## config.mk

```make
export PLATFORM = sky130hd
export DESIGN_NAME = utf8_code_point_decoder_core
export DESIGN_NICKNAME = d
export VERILOG_FILES = /design/src/rtl/utf8d_pkg.sv /design/src/rtl/utf8d_step.sv /design/src/rtl/utf8_code_point_decoder_core.sv
export SDC_FILE = /design/constraint.sdc
export NUM_CORES = 1
export LEC_CHECK = 0
export BUFFER_PORTS_ARGS = -buffer_cell sky130_fd_sc_hd__buf_4
export CORE_AREA = 10 10 78 80
export CTS_BUF_LIST = sky130_fd_sc_hd__clkbuf_8
export DETAILED_ROUTE_END_ITERATION = 10
export DIE_AREA = 0 0 88 90
export PLACE_DENSITY = 0.78
export SLEW_MARGIN = 20
export SYNTH_ARGS = -nofsm -noshare
export SYNTH_HDL_FRONTEND = slang
export SYNTH_HIERARCHICAL = 1
export SYNTH_SLANG_ARGS = --single-unit
```

## constraint.sdc

```tcl
create_clock -name i_clk -period 2.85 [get_ports i_clk]
set_input_delay 0.7125 -clock i_clk [delete_from_list [all_inputs] [get_ports i_clk]]
set_output_delay 0.7125 -clock i_clk [all_outputs]
set_load 0.03 [all_outputs]
```

## src/rtl/utf8d_pkg.sv

```systemverilog
`timescale 1ns / 1ps
`default_nettype none

package utf8d_pkg;

    localparam int BYTE_W     = 8;
    localparam int CP_W       = 21;
    localparam int REM_W      = 2;
    localparam int M_TDATA_W  = 24;

    // lead and continuation byte classes
    localparam logic [BYTE_W-1:0] MASK_ASCII = 8'h80;
    localparam logic [BYTE_W-1:0] MASK_CONT  = 8'hC0;
    localparam logic [BYTE_W-1:0] PAT_CONT   = 8'h80;
    localparam logic [BYTE_W-1:0] MASK_LEAD4 = 8'hF8;
    localparam logic [BYTE_W-1:0] PAT_LEAD4  = 8'hF0;
    localparam logic [BYTE_W-1:0] MASK_LEAD3 = 8'hF0;
    localparam logic [BYTE_W-1:0] PAT_LEAD3  = 8'hE0;
    localparam logic [BYTE_W-1:0] MASK_LEAD2 = 8'hE0;
    localparam logic [BYTE_W-1:0] PAT_LEAD2  = 8'hC0;

    localparam logic [BYTE_W-1:0] BITS_LEAD4 = 8'h07;
    localparam logic [BYTE_W-1:0] BITS_LEAD3 = 8'h0F;
    localparam logic [BYTE_W-1:0] BITS_LEAD2 = 8'h1F;
    localparam logic [BYTE_W-1:0] BITS_CONT  = 8'h3F;

    localparam logic [REM_W-1:0] REM_NONE  = 2'd0;
    localparam logic [REM_W-1:0] REM_ONE   = 2'd1;
    localparam logic [REM_W-1:0] REM_TWO   = 2'd2;
    localparam logic [REM_W-1:0] REM_THREE = 2'd3;

    typedef struct packed {
        logic [REM_W-1:0] remaining;
        logic [CP_W-1:0]  partial;
    } t_dec_state;

    typedef struct packed {
        logic            valid;
        logic [CP_W-1:0] code_point;
        logic            error;
    } t_dec_result;

endpackage

`default_nettype wire

```

## src/rtl/utf8d_step.sv

```systemverilog
`timescale 1ns / 1ps
`default_nettype none

module utf8d_step (
    input  wire logic                       i_enabled,
    input  wire logic [utf8d_pkg::BYTE_W-1:0] i_byte,
    input  wire utf8d_pkg::t_dec_state      i_state,
    output utf8d_pkg::t_dec_state           o_state,
    output utf8d_pkg::t_dec_result          o_result
);
    import utf8d_pkg::*;

    logic [CP_W-1:0]  w_byte_cp;
    logic [CP_W-1:0]  w_shifted;
    logic [REM_W-1:0] w_rem_dec;

    assign w_byte_cp = {{(CP_W-BYTE_W){1'b0}}, i_byte};
    assign w_shifted = {i_state.partial[CP_W-7:0], i_byte[5:0]};
    assign w_rem_dec = i_state.remaining - REM_ONE;

    always_comb begin
        o_state  = '{remaining: REM_NONE, partial: '0};
        o_result = '{valid: 1'b0, code_point: '0, error: 1'b0};
        priority if (!i_enabled) begin
            o_result = '{valid: 1'b1, code_point: w_byte_cp, error: 1'b0};
        end else if (i_state.remaining != REM_NONE) begin
            if ((i_byte & MASK_CONT) != PAT_CONT) begin
                // broken sequence: byte consumed, sequence dropped
                o_result = '{valid: 1'b1, code_point: '0, error: 1'b1};
            end else if (w_rem_dec == REM_NONE) begin
                o_result = '{valid: 1'b1, code_point: w_shifted, error: 1'b0};
            end else begin
                o_state = '{remaining: w_rem_dec, partial: w_shifted};
            end
        end else if ((i_byte & MASK_ASCII) == '0) begin
            o_result = '{valid: 1'b1, code_point: w_byte_cp, error: 1'b0};
        end else if ((i_byte & MASK_LEAD4) == PAT_LEAD4) begin
            o_state = '{remaining: REM_THREE,
                        partial: {{(CP_W-BYTE_W){1'b0}}, i_byte & BITS_LEAD4}};
        end else if ((i_byte & MASK_LEAD3) == PAT_LEAD3) begin
            o_state = '{remaining: REM_TWO,
                        partial: {{(CP_W-BYTE_W){1'b0}}, i_byte & BITS_LEAD3}};
        end else if ((i_byte & MASK_LEAD2) == PAT_LEAD2) begin
            o_state = '{remaining: REM_ONE,
                        partial: {{(CP_W-BYTE_W){1'b0}}, i_byte & BITS_LEAD2}};
        end else begin
            // stray continuation or lead byte 0xF8 and up
            o_result = '{valid: 1'b1, code_point: '0, error: 1'b1};
        end
    end

endmodule

`default_nettype wire

```

## src/rtl/utf8_code_point_decoder_core.sv

```systemverilog
`timescale 1ns / 1ps
`default_nettype none

// UTF-8 code point decoder. Takes one byte per beat on the slave stream and
// gives one code point per completed sequence on the master stream; lead and
// middle continuation bytes give no beat, and a malformed byte gives an error
// beat (tuser high, code point zero) and drops the open sequence. Throughput
// is one byte per clock while the input does not stall: a byte is registered
// at the input, decoded against the sequence state in a single step, and the
// result registered at the output, so a result is offered on the master
// stream once its last byte has passed the input and output registers.
// The input stalls only when a byte that produces a result meets a full
// output register that is not being drained. With i_cfg_wr_data low at a
// write the block passes each byte through as a code point (decoding is on
// after reset); write it only while the block is idle.
module utf8_code_point_decoder_core (
    input  wire logic        i_clk,
    input  wire logic        i_rst_n,
    input  wire logic        i_cfg_wr_en,
    input  wire logic        i_cfg_wr_data,   // utf8_enabled
    input  wire logic        s_axis_tvalid,
    output logic             s_axis_tready,
    input  wire logic [7:0]  s_axis_tdata,    // [7:0] byte_in
    output logic             m_axis_tvalid,
    input  wire logic        m_axis_tready,
    output logic [23:0]      m_axis_tdata,    // [20:0] code_point, [23:21] zero
    output logic             m_axis_tuser     // [0] error
);
    import utf8d_pkg::*;

    logic              r_enabled;
    logic              r_in_valid;
    logic [BYTE_W-1:0] r_in_byte;
    t_dec_state        r_state;
    logic              r_out_valid;
    logic [CP_W-1:0]   r_out_cp;
    logic              r_out_err;

    t_dec_state  n_state;
    t_dec_result w_result;
    logic        w_advance;
    logic        w_in_fire;

    utf8d_step u_step (
        .i_enabled (r_enabled),
        .i_byte    (r_in_byte),
        .i_state   (r_state),
        .o_state   (n_state),
        .o_result  (w_result)
    );

    // held byte moves on unless it has a result and the output is blocked
    assign w_advance     = r_in_valid && (!w_result.valid || !r_out_valid || m_axis_tready);
    assign s_axis_tready = !r_in_valid || w_advance;
    assign w_in_fire     = s_axis_tvalid && s_axis_tready;

    always_ff @(posedge i_clk) begin
        if (!i_rst_n) begin
            r_enabled   <= 1'b1;
            r_in_valid  <= 1'b0;
            r_state     <= '{remaining: REM_NONE, partial: '0};
            r_out_valid <= 1'b0;
        end else begin
            if (i_cfg_wr_en) begin
                r_enabled <= i_cfg_wr_data;
            end
            if (w_in_fire) begin
                r_in_valid <= 1'b1;
            end else if (w_advance) begin
                r_in_valid <= 1'b0;
            end
            if (w_advance) begin
                r_state <= n_state;
            end
            if (w_advance && w_result.valid) begin
                r_out_valid <= 1'b1;
            end else if (m_axis_tready) begin
                r_out_valid <= 1'b0;
            end
        end
    end

    always_ff @(posedge i_clk) begin
        if (w_in_fire) begin
            r_in_byte <= s_axis_tdata;
        end
        if (w_advance && w_result.valid) begin
            r_out_cp  <= w_result.code_point;
            r_out_err <= w_result.error;
        end
    end

    assign m_axis_tvalid = r_out_valid;
    assign m_axis_tdata  = {{(M_TDATA_W-CP_W){1'b0}}, r_out_cp};
    assign m_axis_tuser  = r_out_err;

endmodule

`default_nettype wire

```

==> results.toml <==
[clock_network]
htree_num_levels = 2
postCtsSetupBuffers = 0
cts_made_buffers = 5
path_clk_slew_ns = 0.09
clockBufferDepth = 2
cts_sinks = 50
clk-insertion-delay-late_ns = 0.30
cts_resized = 0
cts_hold_buf = 0
cts_tree = "done"
cts-root-buf = "clkbuf_8"

[timing]
slew_violations = 0
fin_crit_sh_pct = 96.3
tns_ns = 0
setup_viol = 0
hold_viol = 0
slew_headroom_pct = 66.1
clock_skew_ns = 0.00763
period_needed_ns = 2.74
fmax_mhz = 364
whs_ns = 0.457
tightest_slew_ns = 0.508

[critical_path]
r2r_setup_slack_ns = 0.56
start_kind = "flip-flop"
critPathMaxFanout = 7
arrival_ns = 2.03
end_kind = "primary output"
path_class = "flip-flop to primary output"
cp.required_ns = 2.14

[finish]
final_nets = 245
layout-drive-gt1-share_pct = 24.8
area_growth_pct = 14.5
most-common-layout-cells = "nand2_1, buf_4, and2_1"
regArea_um2 = 1300
layout_commonest_cell = "nand2_1"
utilization_pct = 56.9
final.fill_count = 381
n_antenna_cell = 0
fin_cells = 284
multi_input_area_um2 = 848

[power_and_ir_drop]
leakagePower_nw = 0.995
peakVddDrop_uv = 242
clkPwrFrac_pct = 30.1
seq_power_share_pct = 58.6
p_total_mw = 1.38
swShare_pct = 23.9
p_comb_share_pct = 11.3
power.density_nw_per_um2 = 527
p_int_mw = 1.05
p_switching_uw = 329

[grt]
grt_pass1_wl_um = 6590
grt_antenna_before_repair = 0
grt.overflow.total = 0
grt_use_total_pct = 10.3
grt_max_degree = 38
grt_pass1_vias = 1463

[job]
max_cap_violations = 0

[drt]
routed_wl_um = 3960
drt-met1-wl_um = 1630
drc = 0
route.met3.wl_um = 281
wl_per_cell_um = 13.9
drt-initial-drc-count = 151
vias_per_cell = 5.05
drt_pass1_iterations = 4
route.met2.wl_um = 2010
routed.top_layer = "met4"
num_vias = 1435
ant_nets = 0

[synthesis]
syn_inst = 196
ys.warnings.count = 6
syn_area_um2 = 2280
avgSynthCellArea_um2 = 11.7

[placement]
port_buffers = 37
dp_hpwl_um = 2780
place_congestion = 0.773
post-place-cells = 276

[floorplan]
die_h_um = 90
ios = 41
die_area_um2 = 7920
row_count = 25
die_x_um = 88
coreArea_um2 = 4600
start_util_pct = 49.7

[status]
status = "finished, final reports clean"

[hold_path]
hp-class = "flip-flop to flip-flop"
==> final timing paths <==
check / from / to / cells past startpoint
hold / removal: r_state[12] / r_state[12] / 2
setup reg to reg: r_state[22] / r_out_cp[6] / 7
hold reg to reg: r_state[12] / r_state[12] / 2
setup / recovery: r_state[22] / s_axis_tready / 8
==> critical path, cell delays in order (launching register included) <==
cell and delay [ns]:
dfxtp_1 0.34, inv_1 0.06, ha_2 0.20, nor3b_2 0.21
o21ai_2 0.13, or2_2 0.35, and2_1 0.19, nand2_1 0.09
buf_4 0.16
==> state kept, by name, indices dropped and copies added, names as in the netlist <==
signal,flops
r_out_cp,21
r_state,17
r_in_byte,8
m_axis_tuser,1
m_axis_tvalid,1
r_enabled,1
r_in_valid,1
==> power groups by stage <==
stage | combinational [mW] | clock, mW | sequential [mW]
CTS | 0.156 | 0.425 | 0.808
global route | 0.168 | 0.458 | 0.813
finish | 0.156 | 0.415 | 0.808
global placement | 0.154 | 0 | 0.824
detailed placement | 0.155 | 0 | 0.825
floorplan | 0.0860 | 0 | 0.853
==> per-stage QoR <==
stage	cell area, um2	worst slack (ns)
2_1_floorplan	2290	0.385
6_report	2620	0.105
5_1_grt	2620	-0.00461
3_5_place_dp	2510	0.342
3_3_place_gp	2510	0.402
4_1_cts	2600	0.00249
==> routing by layer <==
metal,GRT usage (%),up-vias
met1,11.2,665
met3,3.88,7
met2,17.3,38
met4,3.99,0
met5,0,-
li1,-,725
==> cell type report <==
type                       count  share of cell area, %
tap                           54                   2.58
sequential                    50                   49.7
multi-input combinational    129                   32.4
inverter                       5                  0.717
clock inverter                 2                  0.478
clock buffer                   6                   3.16
timing repair buffer          38                   10.9
(Power assumes the default switching activity.)
